## config.mk

```make
export PLATFORM = sky130hd
export DESIGN_NAME = vsr_view_change_core
export DESIGN_NICKNAME = d
export VERILOG_FILES = /design/src/design/vsr_pkg.sv /design/src/design/vsr_ctrl.sv /design/src/design/vsr_dp.sv /design/src/design/vsr_view_change_core.sv
export SDC_FILE = /design/constraint.sdc
export NUM_CORES = 2
export LEC_CHECK = 0
export BUFFER_PORTS_ARGS = -buffer_cell sky130_fd_sc_hd__buf_2
export CAP_MARGIN = 20
export CORE_MARGIN = 1.5
export CORE_UTILIZATION = 50
export CTS_BUF_LIST = sky130_fd_sc_hd__clkbuf_2
export CTS_CLUSTER_SIZE = 40
export DETAILED_ROUTE_END_ITERATION = 16
export GPL_TIMING_DRIVEN = 1
export PLACE_DENSITY = 0.69
export SYNTH_ARGS = -nofsm -noshare
export SYNTH_HDL_FRONTEND = slang
export SYNTH_SLANG_ARGS = --single-unit
```

## constraint.sdc

```tcl
create_clock -name clk -period 7.7 [get_ports clk]
set_clock_uncertainty 0.1 [all_clocks]
set_input_delay 0.77 -clock clk [delete_from_list [all_inputs] [get_ports clk]]
set_output_delay 0.77 -clock clk [all_outputs]
set_load 0.01 [all_outputs]
```

## src/design/vsr_pkg.sv

```systemverilog
// shared types and constants for the view-change core
`timescale 1ns / 1ps
package vsr_pkg;
  localparam logic [2:0] REQ_TICK = 3'd0;
  localparam logic [2:0] REQ_SVC  = 3'd1;
  localparam logic [2:0] REQ_DVC  = 3'd2;
  localparam logic [2:0] REQ_SV   = 3'd3;
  localparam logic [2:0] REQ_PREP = 3'd4;

  localparam logic [2:0] KIND_NONE = 3'd0;
  localparam logic [2:0] KIND_HB   = 3'd1;
  localparam logic [2:0] KIND_SVC  = 3'd2;
  localparam logic [2:0] KIND_DVC  = 3'd3;
  localparam logic [2:0] KIND_SV   = 3'd4;

  localparam logic [1:0] ERR_OK    = 2'd0;
  localparam logic [1:0] ERR_STALE = 2'd1;
  localparam logic [1:0] ERR_FULL  = 2'd2;

  localparam logic CFG_TOTAL = 1'b0;
  localparam logic CFG_ID    = 1'b1;

  typedef struct packed {
    logic load;
    logic mod_start;
    logic scan_start;
    logic finish;
  } ctl_cmd_t;

  typedef struct packed {
    logic mod_done;
    logic scan_done;
  } ctl_sts_t;
endpackage

```

## src/design/vsr_ctrl.sv

```systemverilog
// controller state machine sequencing one beat through the datapath
`timescale 1ns / 1ps
module vsr_ctrl (
  input  logic              clk,
  input  logic              rst_n,
  input  logic              in_valid,
  output logic              in_ready,
  output logic              out_valid,
  input  logic              out_ready,
  output vsr_pkg::ctl_cmd_t cmd,
  input  vsr_pkg::ctl_sts_t sts
);
  localparam logic [2:0] S_IDLE = 3'd0;
  localparam logic [2:0] S_MOD  = 3'd1;
  localparam logic [2:0] S_SCAN = 3'd2;
  localparam logic [2:0] S_FIN  = 3'd3;

  logic [2:0] state_r, state_nxt;
  logic       ov_r, ov_nxt;

  assign in_ready  = (state_r == S_IDLE) && (!ov_r || out_ready);
  assign out_valid = ov_r;

  always_comb begin
    state_nxt = state_r;
    ov_nxt = ov_r;
    cmd = '0;
    if (ov_r && out_ready) ov_nxt = 1'b0;
    case (state_r)
      S_IDLE: begin
        if (in_valid && in_ready) begin
          cmd.load = 1'b1;
          state_nxt = S_MOD;
        end
      end
      S_MOD: begin
        if (sts.mod_done) begin
          cmd.scan_start = 1'b1;
          state_nxt = S_SCAN;
        end
      end
      S_SCAN: begin
        if (sts.scan_done) state_nxt = S_FIN;
      end
      S_FIN: begin
        cmd.finish = 1'b1;
        ov_nxt = 1'b1;
        state_nxt = S_IDLE;
      end
      default: state_nxt = S_IDLE;
    endcase
    cmd.mod_start = cmd.load;
  end

  always_ff @(posedge clk) begin
    if (!rst_n) begin
      state_r <= S_IDLE;
      ov_r <= 1'b0;
    end else begin
      state_r <= state_nxt;
      ov_r <= ov_nxt;
    end
  end
endmodule

```

## src/design/vsr_dp.sv

```systemverilog
// datapath: view state, tracking tables, modulo unit and result register
`timescale 1ns / 1ps
module vsr_dp #(
  parameter int MAX_REPLICAS = 8
) (
  input  logic              clk,
  input  logic              rst_n,
  input  vsr_pkg::ctl_cmd_t cmd,
  output vsr_pkg::ctl_sts_t sts,
  input  logic              cfg_we,
  input  logic              cfg_index,
  input  logic [31:0]       cfg_data,
  input  logic [2:0]        in_req_type,
  input  logic [2:0]        in_sender,
  input  logic [31:0]       in_msg_view,
  output logic [2:0]        out_msg_kind,
  output logic [7:0]        out_dest_mask,
  output logic [31:0]       out_out_view,
  output logic [1:0]        out_error_code,
  output logic [31:0]       out_current_view,
  output logic              out_in_change
);
  localparam int NW = (MAX_REPLICAS < 2) ? 1 : $clog2(MAX_REPLICAS);
  localparam int CW = $clog2(MAX_REPLICAS + 1);
  localparam int MW = (CW > 4) ? CW : 4;

  logic [3:0]  total_r;
  logic [2:0]  id_r;
  logic [31:0] view_r, tick_r, heard_r;
  logic        chg_r;

  logic [2:0]  req_r, from_r;
  logic [31:0] mv_r;

  logic        sv_val_r [MAX_REPLICAS];
  logic [31:0] sv_view_r[MAX_REPLICAS];
  logic [MAX_REPLICAS-1:0] sv_seen_r[MAX_REPLICAS];
  logic        dv_val_r [MAX_REPLICAS];
  logic [31:0] dv_view_r[MAX_REPLICAS];
  logic [MAX_REPLICAS-1:0] dv_seen_r[MAX_REPLICAS];

  // group size
  logic [CW-1:0] n;
  logic [MW-1:0] tot_ext;
  always_comb begin
    tot_ext = MW'(total_r);
    if (total_r == 4'd0) n = CW'(1);
    else if (tot_ext > MW'(MAX_REPLICAS)) n = CW'(MAX_REPLICAS);
    else n = CW'(total_r);
  end
  logic [MAX_REPLICAS-1:0] all;
  always_comb begin
    for (int i = 0; i < MAX_REPLICAS; i++) all[i] = (i < int'(n));
  end

  // restoring modulo unit: view_r % n and mv_r % n, one bit a cycle
  logic [5:0]    mcnt_r;
  logic [31:0]   qa_r, qb_r;
  logic [CW:0]   ra_r, rb_r;
  logic          mbusy_r;
  logic [CW:0]   ra_sh, rb_sh;
  assign ra_sh = {ra_r[CW-1:0], qa_r[31]};
  assign rb_sh = {rb_r[CW-1:0], qb_r[31]};
  logic [CW:0]   n_ext;
  assign n_ext = {1'b0, n};

  always_ff @(posedge clk) begin
    if (!rst_n) begin
      mbusy_r <= 1'b0;
      mcnt_r <= '0;
    end else if (cmd.mod_start) begin
      mbusy_r <= 1'b1;
      mcnt_r <= '0;
    end else if (mbusy_r) begin
      mcnt_r <= mcnt_r + 6'd1;
      if (mcnt_r == 6'd31) mbusy_r <= 1'b0;
    end
  end
  always_ff @(posedge clk) begin
    if (cmd.mod_start) begin
      qa_r <= view_r;
      qb_r <= in_msg_view;
      ra_r <= '0;
      rb_r <= '0;
    end else if (mbusy_r) begin
      qa_r <= {qa_r[30:0], 1'b0};
      qb_r <= {qb_r[30:0], 1'b0};
      ra_r <= (ra_sh >= n_ext) ? ra_sh - n_ext : ra_sh;
      rb_r <= (rb_sh >= n_ext) ? rb_sh - n_ext : rb_sh;
    end
  end
  assign sts.mod_done = mbusy_r && (mcnt_r == 6'd31);
  logic [NW-1:0] vmod, mvmod;
  assign vmod  = NW'(ra_r);
  assign mvmod = NW'(rb_r);

  // table scan: pass 0 release, pass 1 match, pass 2 free slot
  logic          tab_d;
  logic          tab_op;
  logic [1:0]    pass_r;
  logic [NW:0]   idx_r;
  logic          sbusy_r;
  logic          found_r;
  logic [NW-1:0] slot_r;
  logic [1:0]    tres_r;
  logic          fin_ok_r;
  logic [MAX_REPLICAS-1:0] fb;
  always_comb begin
    fb = '0;
    if (int'(from_r) < MAX_REPLICAS) fb[NW'(from_r)] = 1'b1;
  end
  assign tab_d = (req_r == vsr_pkg::REQ_DVC);
  assign tab_op = (req_r == vsr_pkg::REQ_SVC || req_r == vsr_pkg::REQ_DVC) &&
                  ({1'b0, from_r} < 4'(n));

  logic [NW-1:0]           ix;
  logic                    e_val;
  logic [31:0]             e_view;
  logic [MAX_REPLICAS-1:0] e_seen;
  assign ix = idx_r[NW-1:0];
  always_comb begin
    e_val  = tab_d ? dv_val_r[ix]  : sv_val_r[ix];
    e_view = tab_d ? dv_view_r[ix] : sv_view_r[ix];
    e_seen = tab_d ? dv_seen_r[ix] : sv_seen_r[ix];
  end
  logic idx_last;
  assign idx_last = (idx_r + 1'b1) >= (NW+1)'(n);

  logic                    w_en;
  logic                    w_val;
  logic [31:0]             w_view;
  logic [MAX_REPLICAS-1:0] w_seen;
  logic                    s_step_done;
  always_comb begin
    w_en = 1'b0;
    w_val = e_val;
    w_view = e_view;
    w_seen = e_seen;
    s_step_done = 1'b0;
    if (sbusy_r && tab_op) begin
      case (pass_r)
        2'd0: begin
          if ((e_seen & fb) != '0) begin
            if (!(e_val && e_view == mv_r)) begin
              w_en = 1'b1;
              w_seen = e_seen & ~fb;
              if ((w_seen & all) == '0) w_val = 1'b0;
            end
          end
        end
        2'd1: begin
          if (e_val && e_view == mv_r) begin
            w_en = 1'b1;
            w_seen = e_seen | fb;
          end
        end
        2'd2: begin
          if (!e_val) begin
            w_en = 1'b1;
            w_val = 1'b1;
            w_view = mv_r;
            w_seen = fb;
          end
        end
        default: ;
      endcase
    end
  end

  always_ff @(posedge clk) begin
    if (!rst_n) begin
      sbusy_r <= 1'b0;
      pass_r <= 2'd0;
      idx_r <= '0;
      fin_ok_r <= 1'b0;
    end else begin
      fin_ok_r <= 1'b0;
      if (cmd.scan_start) begin
        sbusy_r <= tab_op;
        fin_ok_r <= !tab_op;
        pass_r <= 2'd0;
        idx_r <= '0;
        tres_r <= vsr_pkg::ERR_FULL;
        slot_r <= '0;
      end else if (sbusy_r) begin
        case (pass_r)
          2'd0: begin
            if ((e_seen & fb) != '0) begin
              if (e_val && e_view == mv_r) begin
                tres_r <= 2'd1;
                slot_r <= ix;
                sbusy_r <= 1'b0;
                fin_ok_r <= 1'b1;
              end else begin
                pass_r <= 2'd1;
                idx_r <= '0;
              end
            end else if (idx_last) begin
              pass_r <= 2'd1;
              idx_r <= '0;
            end else idx_r <= idx_r + 1'b1;
          end
          2'd1: begin
            if (e_val && e_view == mv_r) begin
              tres_r <= ((e_seen & fb) != '0) ? 2'd1 : 2'd0;
              slot_r <= ix;
              sbusy_r <= 1'b0;
              fin_ok_r <= 1'b1;
            end else if (idx_last) begin
              pass_r <= 2'd2;
              idx_r <= '0;
            end else idx_r <= idx_r + 1'b1;
          end
          default: begin
            if (!e_val) begin
              tres_r <= 2'd0;
              slot_r <= ix;
              sbusy_r <= 1'b0;
              fin_ok_r <= 1'b1;
            end else if (idx_last) begin
              tres_r <= vsr_pkg::ERR_FULL;
              sbusy_r <= 1'b0;
              fin_ok_r <= 1'b1;
            end else idx_r <= idx_r + 1'b1;
          end
        endcase
      end
    end
  end
  assign sts.scan_done = fin_ok_r;

  always_ff @(posedge clk) begin
    if (!rst_n) begin
      for (int i = 0; i < MAX_REPLICAS; i++) begin
        sv_val_r[i] <= 1'b0;
        sv_seen_r[i] <= '0;
        dv_val_r[i] <= 1'b0;
        dv_seen_r[i] <= '0;
      end
    end else if (w_en) begin
      if (tab_d) begin
        dv_val_r[ix] <= w_val;
        dv_view_r[ix] <= w_view;
        dv_seen_r[ix] <= w_seen;
      end else begin
        sv_val_r[ix] <= w_val;
        sv_view_r[ix] <= w_view;
        sv_seen_r[ix] <= w_seen;
      end
    end
  end

  // popcount of the chosen slot
  logic [MAX_REPLICAS-1:0] cs;
  logic [CW-1:0]           cnt;
  always_comb begin
    cs = (tab_d ? dv_seen_r[slot_r] : sv_seen_r[slot_r]) & all;
    cnt = '0;
    for (int i = 0; i < MAX_REPLICAS; i++) cnt = cnt + CW'(cs[i]);
  end

  function automatic logic [7:0] bit8(input logic [31:0] i);
    logic [7:0] b;
    b = '0;
    if (i < 32'd8) b[i[2:0]] = 1'b1;
    return b;
  endfunction

  logic [7:0]  all8;
  assign all8 = 8'(all);
  logic [31:0] tick_inc, d, view_inc;
  assign tick_inc = tick_r + 32'd1;
  assign d = tick_inc - heard_r;
  assign view_inc = view_r + 32'd1;
  logic [CW-1:0] half;
  assign half = n >> 1;
  logic leader;
  assign leader = ({1'b0, id_r} == 4'(vmod));

  always_ff @(posedge clk) begin
    if (!rst_n) begin
      total_r <= 4'd3;
      id_r <= 3'd0;
      view_r <= '0;
      chg_r <= 1'b0;
      tick_r <= 32'd1;
      heard_r <= 32'd1;
    end else begin
      if (cfg_we) begin
        if (cfg_index == vsr_pkg::CFG_TOTAL) total_r <= cfg_data[3:0];
        else id_r <= cfg_data[2:0];
      end
      if (cmd.load) begin
        req_r <= in_req_type;
        from_r <= in_sender;
        mv_r <= in_msg_view;
      end
      if (cmd.finish) begin
        out_msg_kind <= vsr_pkg::KIND_NONE;
        out_dest_mask <= '0;
        out_out_view <= '0;
        out_error_code <= vsr_pkg::ERR_OK;
        out_current_view <= view_r;
        out_in_change <= chg_r;
        case (req_r)
          vsr_pkg::REQ_TICK: begin
            if (leader) begin
              out_msg_kind <= vsr_pkg::KIND_HB;
              out_dest_mask <= all8 & ~bit8({29'd0, id_r});
              out_out_view <= view_r;
            end else begin
              tick_r <= tick_inc;
              if (tick_inc > heard_r && d > 32'd2 &&
                  (d < 32'd4 || (d > 32'd5 && d[2:0] == 3'd0))) begin
                out_msg_kind <= vsr_pkg::KIND_SVC;
                out_dest_mask <= all8;
                out_out_view <= view_inc;
              end
            end
          end
          vsr_pkg::REQ_SVC: begin
            if (tab_op) begin
              if (tres_r == vsr_pkg::ERR_FULL) out_error_code <= vsr_pkg::ERR_FULL;
              else if (tres_r == 2'd0) begin
                if (cnt > half) begin
                  chg_r <= 1'b1;
                  view_r <= mv_r;
                  tick_r <= heard_r - 32'd1;
                  out_in_change <= 1'b1;
                  out_current_view <= mv_r;
                  out_msg_kind <= vsr_pkg::KIND_DVC;
                  out_dest_mask <= bit8(32'(mvmod));
                  out_out_view <= mv_r;
                end else if (mv_r == view_inc && tick_r > heard_r &&
                             (tick_r - heard_r) < 32'd3) begin
                  out_msg_kind <= vsr_pkg::KIND_SVC;
                  out_dest_mask <= all8;
                  out_out_view <= view_inc;
                end
              end
            end
          end
          vsr_pkg::REQ_DVC: begin
            if (tab_op) begin
              if (tres_r == vsr_pkg::ERR_FULL) out_error_code <= vsr_pkg::ERR_FULL;
              else if (tres_r == 2'd0 && cnt >= half) begin
                view_r <= mv_r;
                chg_r <= 1'b0;
                out_in_change <= 1'b0;
                out_current_view <= mv_r;
                out_msg_kind <= vsr_pkg::KIND_SV;
                out_dest_mask <= all8 & ~bit8({29'd0, id_r});
                out_out_view <= mv_r;
              end
            end
          end
          vsr_pkg::REQ_SV: begin
            if (view_r <= mv_r) begin
              tick_r <= heard_r;
              view_r <= mv_r;
              chg_r <= 1'b0;
              out_current_view <= mv_r;
              out_in_change <= 1'b0;
            end
          end
          vsr_pkg::REQ_PREP: begin
            if (view_r > mv_r) out_error_code <= vsr_pkg::ERR_STALE;
            else if (view_r < mv_r) begin
              view_r <= mv_r;
              chg_r <= 1'b0;
              out_current_view <= mv_r;
              out_in_change <= 1'b0;
              if ({1'b0, id_r} != 4'(mvmod)) tick_r <= heard_r;
            end else if (!chg_r && !leader) tick_r <= heard_r;
          end
          default: ;
        endcase
      end
    end
  end
endmodule

```

## src/design/vsr_view_change_core.sv

```systemverilog
// top level of the replica view-change engine
`timescale 1ns / 1ps
// One beat in, one decision out. A beat accepted first runs through a bit-serial
// modulo unit (view and message view by group size), then for start and do view
// change beats a scan of the tracking table of up to three passes over the group,
// one slot a cycle; the scan status is then registered and the result committed.
// The next beat is taken only once the controller is idle and the output register
// is empty or being read in that cycle, so a new beat is not taken before the last
// one has finished. Configuration writes are taken at any time and must only come
// while the block is idle.
module vsr_view_change_core #(
  parameter int MAX_REPLICAS = 8
) (
  input  logic        clk,
  input  logic        rst_n,
  input  logic        cfg_valid,
  output logic        cfg_ready,
  input  logic        cfg_index,
  input  logic [31:0] cfg_data,
  input  logic        in_valid,
  output logic        in_ready,
  input  logic [2:0]  in_req_type,
  input  logic [2:0]  in_sender,
  input  logic [31:0] in_msg_view,
  output logic        out_valid,
  input  logic        out_ready,
  output logic [2:0]  out_msg_kind,
  output logic [7:0]  out_dest_mask,
  output logic [31:0] out_out_view,
  output logic [1:0]  out_error_code,
  output logic [31:0] out_current_view,
  output logic        out_in_change
);
  vsr_pkg::ctl_cmd_t cmd;
  vsr_pkg::ctl_sts_t sts;

  assign cfg_ready = 1'b1;

  vsr_ctrl u_ctrl (
    .clk(clk), .rst_n(rst_n), .in_valid(in_valid), .in_ready(in_ready),
    .out_valid(out_valid), .out_ready(out_ready), .cmd(cmd), .sts(sts)
  );

  vsr_dp #(.MAX_REPLICAS(MAX_REPLICAS)) u_dp (
    .clk(clk), .rst_n(rst_n), .cmd(cmd), .sts(sts),
    .cfg_we(cfg_valid), .cfg_index(cfg_index), .cfg_data(cfg_data),
    .in_req_type(in_req_type), .in_sender(in_sender), .in_msg_view(in_msg_view),
    .out_msg_kind(out_msg_kind), .out_dest_mask(out_dest_mask),
    .out_out_view(out_out_view), .out_error_code(out_error_code),
    .out_current_view(out_current_view), .out_in_change(out_in_change)
  );
endmodule
```

==> impl_metrics.yaml <==
sta:
  slew_viol_final: 0
  holdWs_ns: 0.364
  fmax_ghz: 0.140
  finalSetupTns_ns: 0
  rsz0062_at_grt: "false"
  worst_pin_slew_ns: 1.11
  fin_ws_ns: 0.535
  fin_crit_ns: 7.16
  setup_viol: 0
  hold_viol_final: 0
  relSlewSlack: 0.259
  period_share: 0.930
global_routing:
  grt_pass1_wl_um: 180000
  track_usage: 0.255
  grt_max_degree: 74
  gr-total-overflow: 0
  grt_pass1_vias: 30100
  antenna_found_initial: 1
critical_path:
  critPathCaptureType: "flip-flop"
  regToRegEndpoint: "u_dp.tick_r[19]"
  start_kind: "flip-flop"
  cp-endpoint: "u_dp.tick_r[19]"
  worstSetupPathType: "flip-flop to flip-flop"
  cp_top_family: "adder cells"
  arrival_ns: 8.44
  rrSetupSlack_ns: 0.54
  worstSetupPathDepth: 26
  worstPathMaxFanout: 17
  path_buf_inv: 6
  rr_worst_depth: 26
  slowest_stage: "mux4_2"
  slowest_delay_ns: 0.54
  worstPathRequired_ns: 8.97
drt:
  drc: 0
  dr.first_iter.drc_count: 3154
  viasPerCell: 6.00
  drtAntennaViolNets: 0
  route.vias.total: 30700
  routedWlPerCell_um: 23.2
  wl_um: 119000
  drtPass1Iterations: 6
synth:
  synth.distinct_cells: 87
  synth_cells: 3476
  synth_edf_count: 825
  synthArstFlopShare: 0
  syn_area_um2: 45600
  synth_nets: 3621
  synth-main-ff-cell: "edfxtp_1"
  synth_warnings: 0
  syn_area_per_cell_um2: 13.1
  synth-seq-cells: 945
  synth_seq_area_share: 0.596
clock_tree:
  cts_tree: "yes"
  clk-insertion-delay-late_ns: 1.54
  cts_buffer_depth: 3
  clk_pin_slew_worst_paths_ns: 0.10
  cts_root_buf: "clkbuf_2"
  numCtsBuffers: 224
  cts_sinks: 945
  htreeDepth: 4
finish:
  drive_gt1_frac: 0.227
  final_area_um2: 50600
  final_cells: 5117
  fin_nets: 3902
  syn2layout_area_growth_pct: 11.0
placed_design:
  gp_congestion: 0.889
  dp_slack_ns: 0.450
  dp_hpwl_um: 74700
  dp_cells: 4603
  port_buffers: 127
  placed_area_um2: 47500
outcome:
  status: "finished, final reports clean"
floorplanning:
  core_um2: 90300
  start_util: 0.505
  rows: 110
  die_area_um2: 93100
  die_x_um: 305
  ios: 157
  die_h_um: 305
power_and_ir_drop:
  powerDensity_nw_per_um2: 212
  leakagePower_nw: 17.8
  ir_drop_uv: 147
flow_run:
  maxCapViolCount: 0
min_path:
  min-delay-path-class: "flip-flop to flip-flop"
## cells in the mapped netlist, types with 7 or more instances
master    instances  area [um^2]
or3_1            33          206
inv_1            91          342
a22oi_1          19          143
and2_1           32          200
o21a_1           16          120
nand2b_1         23          144
nand4_1          55          344
buf_4            11         82.6
dfxtp_1         120         2400
nand2_1         426         1600
ha_1             63          788
xnor2_1         111          972
and3_1           22          138
mux4_2          220         4950
buf_1            11         41.3
clkbuf_1        194          728
a21oi_1          88          440
o21ai_0         189          946
nand3b_1         10         75.1
o31ai_1          22          165
a31oi_1          18          113
edfxtp_1        825        24800
o211ai_1         13         97.6
a21boi_0         27          203
mux2i_1          94          941
nor2b_1          19          119
nor4_1           16          100
a21o_1           18          135
or4_1            23          173
a211oi_1         13         97.6
mux2_2           31          349
nor3_1           40          200
nand3_1          77          385
buf_6             7         78.8
or2_2            11         68.8
o22ai_1           7         43.8
buf_2            54          270
nor3b_1          11         82.6
xor2_1           33          289
nor2_1          242          908
a221o_1          20          200
and4_1           15          131
## metrics by stage
step                      power, mW  utilization
after floorplan                7.00            -
after global placement         7.44        0.526
after detailed placement       7.46        0.526
after CTS                      10.8        0.561
after global routing           11.2        0.561
final                          10.8        0.561
## sequential cells by signal, summed over array words and instances (netlist names), 32 cells and up, named ones only
name and count:
u_dp.qa_r 32, u_dp.dv_view_r 256, u_dp.dv_seen_r 64, u_dp.sv_seen_r 64, u_dp.mv_r 32, u_dp.out_out_view 32, u_dp.view_r 32, u_dp.out_current_view 32
u_dp.tick_r 32, u_dp.qb_r 32, u_dp.sv_view_r 256
## where the power goes
group | switching (mW) | internal [mW]
Clock | 2.04 | 1.30
Combinational | 0.887 | 0.454
Sequential | 0.179 | 5.90
## final cells by class
cell class	count	area [um^2]
fillers	7245	39600
flip-flops and latches	945	27200
multi-input cells	2156	16900
repair buffers	333	2560
clock buffers	326	1630
well taps	1176	1470
clock inverters	82	480
inverters	97	364
diodes	2	5.00
## timing repair
action,4_1_cts,5_1_grt
setup endpoints to repair,0,1
buffers inserted,0,0
hold buffers,101,0
resized for setup,0,1
endpoints found under the hold margin,220,0
## worst min-delay path, stage by stage (launching register included)
cell and delay [ns]:
dfxtp_1 0.32, nand2_1 0.05, mux2i_1 0.05
## how the worst min path moves through the flow
stage | from | endpoint | slack (ns) | depth (start not counted)
after floorplan | u_dp.dv_val_r[6] | u_dp.dv_val_r[6] | 0.34 | 2
after global placement | u_dp.dv_val_r[3] | u_dp.dv_val_r[3] | 0.34 | 2
after detailed placement | u_dp.sv_val_r[3] | u_dp.sv_val_r[3] | 0.35 | 2
after CTS | rst_n | u_dp.tick_r[4] | 0.15 | 3
after global routing | rst_n | u_ctrl.out_valid | 0.29 | 3
final | u_dp.sv_val_r[7] | u_dp.sv_val_r[7] | 0.36 | 2
## cells in the final DEF, fill, tap and decap left out, types with 19 or more instances in the layout
cell type and instances:
a21oi_1 87, clkbuf_2 326, mux2_2 31, inv_1 77, ha_1 63, or3_1 32, clkinv_1 60, o31ai_1 22
a21boi_0 27, and3_1 21, dlygate4sd3_1 101, nand4_1 55, dfxtp_1 116, inv_2 20, xor2_1 33, a221o_1 20
buf_2 126, and2_1 30, or4_1 23, nand2b_1 23, edfxtp_1 825, buf_4 96, xnor2_1 111, nand2_1 425
a22oi_1 19, mux4_2 220, nand3_1 76, nor3_1 40, nor2_1 241, o21ai_0 189, mux2i_1 93
## metal layers
metal / wire [um] / global-route usage / share of wire
met2: 58100 / 0.419 / 0.49
met5: 0 / 0 / 0
met1: 47400 / 0.331 / 0.40
met3: 8890 / 0.0470 / 0.075
met4: 4260 / 0.113 / 0.036
## logic make-up after synthesis
family | share of synthesized area
AOI/OAI and AO/OA | 0.0720
xor gates and xnor gates | 0.0291
adders and majority gates | 0.0201
buffers and inverters | 0.0344
DFF | 0.596
muxes | 0.137
other | 0.0000822
and+or+nand+nor | 0.112
(Power assumes the default switching activity.)
